$ cat src/rtl/pls_pkg.sv
// shared types and constants for the positional list store
package pls_pkg;

    localparam int DEPTH = 16;
    localparam int IDX_W = $clog2(DEPTH);
    localparam int CNT_W = 5;
    localparam int POS_W = 5;
    localparam int VAL_W = 32;

    localparam logic [2:0] CMD_APPEND     = 3'd0;
    localparam logic [2:0] CMD_INSERT     = 3'd1;
    localparam logic [2:0] CMD_REMOVE_END = 3'd2;
    localparam logic [2:0] CMD_REMOVE_AT  = 3'd3;
    localparam logic [2:0] CMD_SHOW       = 3'd4;

    localparam logic [1:0] ST_OK     = 2'd0;
    localparam logic [1:0] ST_FULL   = 2'd1;
    localparam logic [1:0] ST_EMPTY  = 2'd2;
    localparam logic [1:0] ST_BADPOS = 2'd3;

    typedef enum logic [1:0] {
        OP_HOLD   = 2'd0,
        OP_INSERT = 2'd1,
        OP_REMOVE = 2'd2,
        OP_ROTATE = 2'd3
    } cell_op_t;

    typedef struct packed {
        cell_op_t         op;
        logic [IDX_W-1:0] idx;
    } cell_ctl_t;

endpackage

$ cat src/rtl/pls_cell.sv
// one storage cell of the list chain
module pls_cell (
    input  logic                              clk,
    input  logic [pls_pkg::IDX_W-1:0]         idx,
    input  pls_pkg::cell_ctl_t                ctl,
    input  logic signed [pls_pkg::VAL_W-1:0]  prev_value,
    input  logic signed [pls_pkg::VAL_W-1:0]  next_value,
    input  logic signed [pls_pkg::VAL_W-1:0]  new_value,
    output logic signed [pls_pkg::VAL_W-1:0]  value
);

    logic signed [pls_pkg::VAL_W-1:0] value_reg;
    logic signed [pls_pkg::VAL_W-1:0] value_next;

    always_comb
    begin
        value_next = value_reg;
        case (ctl.op)
            pls_pkg::OP_INSERT:
            begin
                // cells past the insert point move back one place
                if (idx > ctl.idx)
                    value_next = prev_value;
                else if (idx == ctl.idx)
                    value_next = new_value;
            end
            pls_pkg::OP_REMOVE:
            begin
                if (idx >= ctl.idx)
                    value_next = next_value;
            end
            pls_pkg::OP_ROTATE:
            begin
                // head wraps into the last occupied cell
                if (idx == ctl.idx)
                    value_next = new_value;
                else
                    value_next = next_value;
            end
            default:
            begin
                value_next = value_reg;
            end
        endcase
    end

    always_ff @(posedge clk)
    begin
        value_reg <= value_next;
    end

    assign value = value_reg;

endmodule

$ cat src/rtl/positional_list_store_core.sv
// positional list store top level: command decode, cell chain, result register
// Keeps an ordered list of up to 16 signed 32-bit values in a chain of cells.
// Append, insert, remove-last, remove-at and unused commands each take one item
// per cycle unless a stalled full result register holds off input; a valid
// edit shifts the cells from its point on toward or away from their neighbors
// in the same cycle, and the single result appears in the next cycle. Show on
// a non-empty list gives one result per stored element, one per cycle unless
// stalled, by rotating the chain via its head cell; input waits for the last.
module positional_list_store_core (
    input  logic                              clk,
    input  logic                              rst_n,
    input  logic                              cmd_valid,
    output logic                              cmd_stall,
    input  logic [2:0]                        cmd,
    input  logic [pls_pkg::POS_W-1:0]         position,
    input  logic signed [pls_pkg::VAL_W-1:0]  item_value,
    output logic                              result_valid,
    input  logic                              result_stall,
    output logic signed [pls_pkg::VAL_W-1:0]  element_value,
    output logic [pls_pkg::CNT_W-1:0]         element_count,
    output logic [1:0]                        status,
    output logic                              last_item
);

    logic signed [pls_pkg::VAL_W-1:0] cell_value [pls_pkg::DEPTH];
    logic signed [pls_pkg::VAL_W-1:0] new_value;
    logic signed [pls_pkg::VAL_W-1:0] picked_value;
    pls_pkg::cell_ctl_t               ctl;

    logic [pls_pkg::CNT_W-1:0] count_reg, count_next;
    logic                      busy_reg, busy_next;
    logic [pls_pkg::IDX_W-1:0] show_idx_reg, show_idx_next;

    logic                              res_valid_reg, res_valid_next;
    logic signed [pls_pkg::VAL_W-1:0]  res_value_reg, res_value_next;
    logic [pls_pkg::CNT_W-1:0]         res_count_reg, res_count_next;
    logic [1:0]                        res_status_reg, res_status_next;
    logic                              res_last_reg, res_last_next;

    logic                      res_free;
    logic                      res_load;
    logic                      cmd_accept;
    logic [pls_pkg::IDX_W-1:0] tail_idx;
    logic [pls_pkg::IDX_W-1:0] pick_idx;
    logic [pls_pkg::POS_W:0]   pos_ext;
    logic [pls_pkg::POS_W:0]   count_ext;
    logic                      full;
    logic                      empty;

    assign res_free   = !res_valid_reg || !result_stall;
    assign cmd_stall  = busy_reg || !res_free;
    assign cmd_accept = cmd_valid && !cmd_stall;
    assign tail_idx   = pls_pkg::IDX_W'(count_reg - pls_pkg::CNT_W'(1));
    assign pos_ext    = {1'b0, position};
    assign count_ext  = (pls_pkg::POS_W + 1)'(count_reg);
    assign full       = count_reg >= pls_pkg::CNT_W'(pls_pkg::DEPTH);
    assign empty      = count_reg == '0;
    assign pick_idx   = (cmd == pls_pkg::CMD_REMOVE_AT) ?
                        pls_pkg::IDX_W'(position - pls_pkg::POS_W'(1)) : tail_idx;

    // the cell chain
    for (genvar i = 0; i < pls_pkg::DEPTH; i++)
    begin : g_cell
        logic signed [pls_pkg::VAL_W-1:0] prev_v;
        logic signed [pls_pkg::VAL_W-1:0] next_v;

        if (i == 0)
        begin : g_first
            assign prev_v = '0;
        end
        else
        begin : g_mid_prev
            assign prev_v = cell_value[i-1];
        end

        if (i == pls_pkg::DEPTH - 1)
        begin : g_last
            assign next_v = '0;
        end
        else
        begin : g_mid_next
            assign next_v = cell_value[i+1];
        end

        pls_cell u_cell (
            .clk        (clk),
            .idx        (pls_pkg::IDX_W'(i)),
            .ctl        (ctl),
            .prev_value (prev_v),
            .next_value (next_v),
            .new_value  (new_value),
            .value      (cell_value[i])
        );
    end

    // value of the cell being removed
    always_comb
    begin
        picked_value = '0;
        for (int i = 0; i < pls_pkg::DEPTH; i++)
        begin
            if (pick_idx == pls_pkg::IDX_W'(i))
                picked_value = picked_value | cell_value[i];
        end
    end

    always_comb
    begin
        ctl.op          = pls_pkg::OP_HOLD;
        ctl.idx         = '0;
        new_value       = item_value;
        count_next      = count_reg;
        busy_next       = busy_reg;
        show_idx_next   = show_idx_reg;
        res_load        = 1'b0;
        res_value_next  = '0;
        res_count_next  = count_reg;
        res_status_next = pls_pkg::ST_OK;
        res_last_next   = 1'b1;

        if (busy_reg)
        begin
            if (res_free)
            begin
                ctl.op         = pls_pkg::OP_ROTATE;
                ctl.idx        = tail_idx;
                new_value      = cell_value[0];
                res_load       = 1'b1;
                res_value_next = cell_value[0];
                res_last_next  = show_idx_reg == tail_idx;
                if (show_idx_reg == tail_idx)
                    busy_next = 1'b0;
                show_idx_next = show_idx_reg + pls_pkg::IDX_W'(1);
            end
        end
        else if (cmd_accept)
        begin
            res_load = 1'b1;
            case (cmd)
                pls_pkg::CMD_APPEND:
                begin
                    if (full)
                        res_status_next = pls_pkg::ST_FULL;
                    else
                    begin
                        ctl.op     = pls_pkg::OP_INSERT;
                        ctl.idx    = pls_pkg::IDX_W'(count_reg);
                        count_next = count_reg + pls_pkg::CNT_W'(1);
                    end
                end
                pls_pkg::CMD_INSERT:
                begin
                    if (full)
                        res_status_next = pls_pkg::ST_FULL;
                    else if (position == '0 ||
                             pos_ext > count_ext + (pls_pkg::POS_W + 1)'(1))
                        res_status_next = pls_pkg::ST_BADPOS;
                    else
                    begin
                        ctl.op     = pls_pkg::OP_INSERT;
                        ctl.idx    = pls_pkg::IDX_W'(position - pls_pkg::POS_W'(1));
                        count_next = count_reg + pls_pkg::CNT_W'(1);
                    end
                end
                pls_pkg::CMD_REMOVE_END:
                begin
                    if (empty)
                        res_status_next = pls_pkg::ST_EMPTY;
                    else
                    begin
                        ctl.op         = pls_pkg::OP_REMOVE;
                        ctl.idx        = tail_idx;
                        res_value_next = picked_value;
                        count_next     = count_reg - pls_pkg::CNT_W'(1);
                    end
                end
                pls_pkg::CMD_REMOVE_AT:
                begin
                    if (empty)
                        res_status_next = pls_pkg::ST_EMPTY;
                    else if (position == '0 || pos_ext > count_ext)
                        res_status_next = pls_pkg::ST_BADPOS;
                    else
                    begin
                        ctl.op         = pls_pkg::OP_REMOVE;
                        ctl.idx        = pls_pkg::IDX_W'(position - pls_pkg::POS_W'(1));
                        res_value_next = picked_value;
                        count_next     = count_reg - pls_pkg::CNT_W'(1);
                    end
                end
                pls_pkg::CMD_SHOW:
                begin
                    if (empty)
                        res_status_next = pls_pkg::ST_EMPTY;
                    else
                    begin
                        // results come from the rotation cycles that follow
                        res_load      = 1'b0;
                        busy_next     = 1'b1;
                        show_idx_next = '0;
                    end
                end
                default:
                begin
                    res_status_next = pls_pkg::ST_OK;
                end
            endcase
            res_count_next = count_next;
        end
    end

    assign res_valid_next = res_load ? 1'b1 : (res_valid_reg && result_stall);

    always_ff @(posedge clk or negedge rst_n)
    begin
        if (!rst_n)
        begin
            count_reg     <= '0;
            busy_reg      <= 1'b0;
            show_idx_reg  <= '0;
            res_valid_reg <= 1'b0;
        end
        else
        begin
            count_reg     <= count_next;
            busy_reg      <= busy_next;
            show_idx_reg  <= show_idx_next;
            res_valid_reg <= res_valid_next;
        end
    end

    always_ff @(posedge clk)
    begin
        if (res_load)
        begin
            res_value_reg  <= res_value_next;
            res_count_reg  <= res_count_next;
            res_status_reg <= res_status_next;
            res_last_reg   <= res_last_next;
        end
    end

    assign result_valid  = res_valid_reg;
    assign element_value = res_value_reg;
    assign element_count = res_count_reg;
    assign status        = res_status_reg;
    assign last_item     = res_last_reg;

endmodule

$ cat config.mk
export PLATFORM = sky130hd
export DESIGN_NAME = positional_list_store_core
export DESIGN_NICKNAME = d
export VERILOG_FILES = /design/src/rtl/pls_pkg.sv /design/src/rtl/pls_cell.sv /design/src/rtl/positional_list_store_core.sv
export SDC_FILE = /design/constraint.sdc
export NUM_CORES = 2
export LEC_CHECK = 0
export ABC_AREA = 1
export BUFFER_PORTS_ARGS = -buffer_cell sky130_fd_sc_hd__buf_4
export CAP_MARGIN = 30
export CORE_MARGIN = 2
export CORE_UTILIZATION = 41
export DETAILED_ROUTE_END_ITERATION = 16
export HOLD_SLACK_MARGIN = 0.02
export REMOVE_ABC_BUFFERS = 1
export SYNTH_ARGS = -nofsm -noshare
export SYNTH_HDL_FRONTEND = slang
export SYNTH_HIERARCHICAL = 1
export SYNTH_SLANG_ARGS = --single-unit
$ cat constraint.sdc
create_clock -name clk -period 6.9 [get_ports clk]
set_input_delay 0.69 -clock clk [delete_from_list [all_inputs] [get_ports clk]]
set_output_delay 0.69 -clock clk [all_outputs]
set_load 0.01 [all_outputs]
==> impl_metrics.json <==
{
  "r2r-start": "count_reg[0]",
  "drc_errors": 0,
  "start_util_pct": 41.40,
  "cts.sinks": 563,
  "critPathMaxFanout": 34,
  "core-area_mm2": 0.1145,
  "synthFlopType": "edfxtp_1",
  "clk_path_buf_depth": 3,
  "cts_root_buf": "clkbuf_16",
  "utilization_pct": 44.94,
  "synth_edf_count": 552,
  "maxSlewViolCount": 0,
  "crit_family": "simple AND/OR/NAND/NOR gates",
  "area_growth_pct": 8.555,
  "synthArstFlopShare_pct": 1.954,
  "p_leak_nw": 27.08,
  "clkLatencyLatePin_ps": 660,
  "cp.required_ps": 7290,
  "die_w_um": 344.0,
  "fin_worst_skew_ps": 22.86,
  "gp_congestion": 0.9495,
  "mostFrequentLayoutCell": "nand2_1",
  "hold_path_class": "input pin to register",
  "detailed_place_hpwl_um": 133600,
  "r2r_slack_ps": 980,
  "end_kind": "register",
  "grt_overflow": 0,
  "syn_area_per_cell_um2": 6.543,
  "cap_viol_max_count": 0,
  "endpoint": "g_cell[14].u_cell/value[26]",
  "path_class": "register to register",
  "grt_pass1_vias": 43600,
  "layout_min_cycle_time_ps": 5915,
  "arrival_ps": 6310,
  "die_height_um": 344.0,
  "grt_setup_unrepaired": "false",
  "clkTransAtPathRegs_ps": 60,
  "antenna_found_initial": 6,
  "cp_common_cell": "nand2_1",
  "worstSetupStartpointType": "register",
  "cts_tree": "built",
  "r2r_cells": 25,
  "portBuffers": 85,
  "placed_area_mm2": 0.04912,
  "layout.cells.non_filler": 8785,
  "cts_made_buffers": 75,
  "drtIter0Drc": 6753,
  "cp.buffers_inverters": 6,
  "slowest_stage": "nand2_2",
  "crit_start": "count_reg[0]",
  "setup_tns_ps": 0,
  "grtUsageTotal_pct": 30.84,
  "synth_cells": 7245,
  "htreeDepth": 3,
  "finalPower_mw": 31.61,
  "row_count": 124,
  "wl_per_cell_um": 21.23,
  "ir_drop_v": 0.0003132,
  "wl_um": 186500,
  "layout-drive-gt1-share_pct": 6.586,
  "grt_max_degree": 115,
  "finalCritPeriodShare_pct": 85.73,
  "cp.depth": 25,
  "hold_violations": 0,
  "ys_top_cells_by_area": "edfxtp_1, nand2_1, nand3_1",
  "antenna_cells": 0,
  "largest_reg_flops": 512,
  "layout_common_cells": "nand2_1, inv_1, nand3_1, edfxtp_1, nor2_1",
  "worst_slew_pin_slew_ps": 1076,
  "drt.antenna.violating_nets": 0,
  "yosysWarnings": 6,
  "dp_cells": 8654,
  "setup_viol": 0,
  "timing.final.ws_setup_ps": 984.6,
  "outcome": "finished clean",
  "grt_first_pass_wirelength_um": 282100,
  "whs_ps": 356.0,
  "firstDrtPassIters": 6,
  "io_pins": 86,
  "via_count": 48530,
  "via_per_inst": 5.524,
  "power.density_mw_per_mm2": 614.3,
  "dieArea_mm2": 0.1183,
  "ys_ff_latch": 563,
  "yosysTopAreaCellShare_pct": 34.97,
  "synth_area_mm2": 0.04740,
  "ys_types": 47,
  "timing.rr.end": "g_cell[14].u_cell/value[26]",
  "fillers": 11940,
  "max_freq_mhz": 169.1,
  "dp_slack_ps": 1100,
  "num-nets-final": 7348,
  "ys_seq_area_share_pct": 35.55,
  "fin_area_mm2": 0.05146,
  "cpPeakStageDelay_ps": 790,
  "yosys.area.top_type": "edfxtp_1",
  "max_slew_margin_pct": 28.08
}
[synth_stat cells (all sizes together) (2+ instances only)]
cell type and count:
nand3b 2, nor3 4, edfxtp 552, nor2 512, o22ai 20, dfrtp 11
a21oi 386, xor2 7, clkbuf 20, conb 2, ha 82, nand3 1313
clkinv 9, nand2 2166, nand4 304, inv 1394, o21ai 36, or2 2
buf 410, xnor2 3
[power breakdown]
| group | switching, mW | total (mW) | internal (mW) | leakage, nW |
|---|---|---|---|---|
| clock network | 1.64 | 3.85 | 2.21 | 1.12 |
| logic | 13.5 | 18.5 | 5.00 | 20.4 |
| registers | 2.04 | 9.21 | 7.17 | 5.54 |
[logic make-up after synthesis]
family | share of synthesized area [%]
AO/OA/AOI/OAI | 5.129
AND/OR/NAND/NOR | 40.43
XOR/XNOR | 0.2006
other | 0.01584
adder cells (fa/ha/maj) | 2.164
buffers and inverters | 16.51
flip-flops | 35.55
[area by class of cell]
type | count | area (um2) | share of cell area [%]
clock buffers | 102 | 2083 | 4.049
clock inverters | 26 | 195.2 | 0.3793
inverters | 1403 | 5300 | 10.30
multi-input cells | 4975 | 23320 | 45.33
flip-flops and latches | 563 | 16850 | 32.75
well taps | 1512 | 1892 | 3.677
repair buffers | 204 | 1809 | 3.516
[worst min-delay path by stage]
stage                     cells past startpoint            start         endpoint
final                                         3     result_stall     result_valid
after global routing                          3     result_stall     result_valid
after CTS                                     3     result_stall     result_valid
after detailed placement                      1  show_idx_reg[3]  show_idx_reg[3]
after global placement                        1  show_idx_reg[3]  show_idx_reg[3]
after floorplan                               0            rst_n         busy_reg
[layer usage]
layer	track usage (%)	up-vias	share of wire (%)
li1	-	22910	-
met4	9.203	8	3.0
met2	46.28	2880	43
met3	6.829	298	12
met1	44.16	22430	42
met5	0	-	0.027
[timing repair]
| action | CTS | global route |
|---|---|---|
| endpoints found under the setup margin | 0 | 0 |
| hold buffers | 1 | 0 |
| setup buffers | 0 | 0 |
| resized for setup | 0 | 0 |
| endpoints found under the hold margin | 11 | 0 |
[worst reg2reg max path, cell delays in order, from the launching register on]
cell      delay [ps]
dfrtp_1          620
inv_2            200
ha_1             490
inv_1            150
ha_1             310
inv_1             60
o21bai_1          70
nand3_1           70
nand3_1           70
nand2_1          100
nand4_1          220
nand2_1          270
nand3_1           90
nand2_1           70
nand2_1           50
o21ai_1          480
buf_4            270
inv_1             50
ha_1             290
nand2_1          100
nor2_4           180
inv_2            320
nand2_2          800
nand2_1          160
nand3_1          110
nand2_1           60
(Power assumes the default switching activity.)
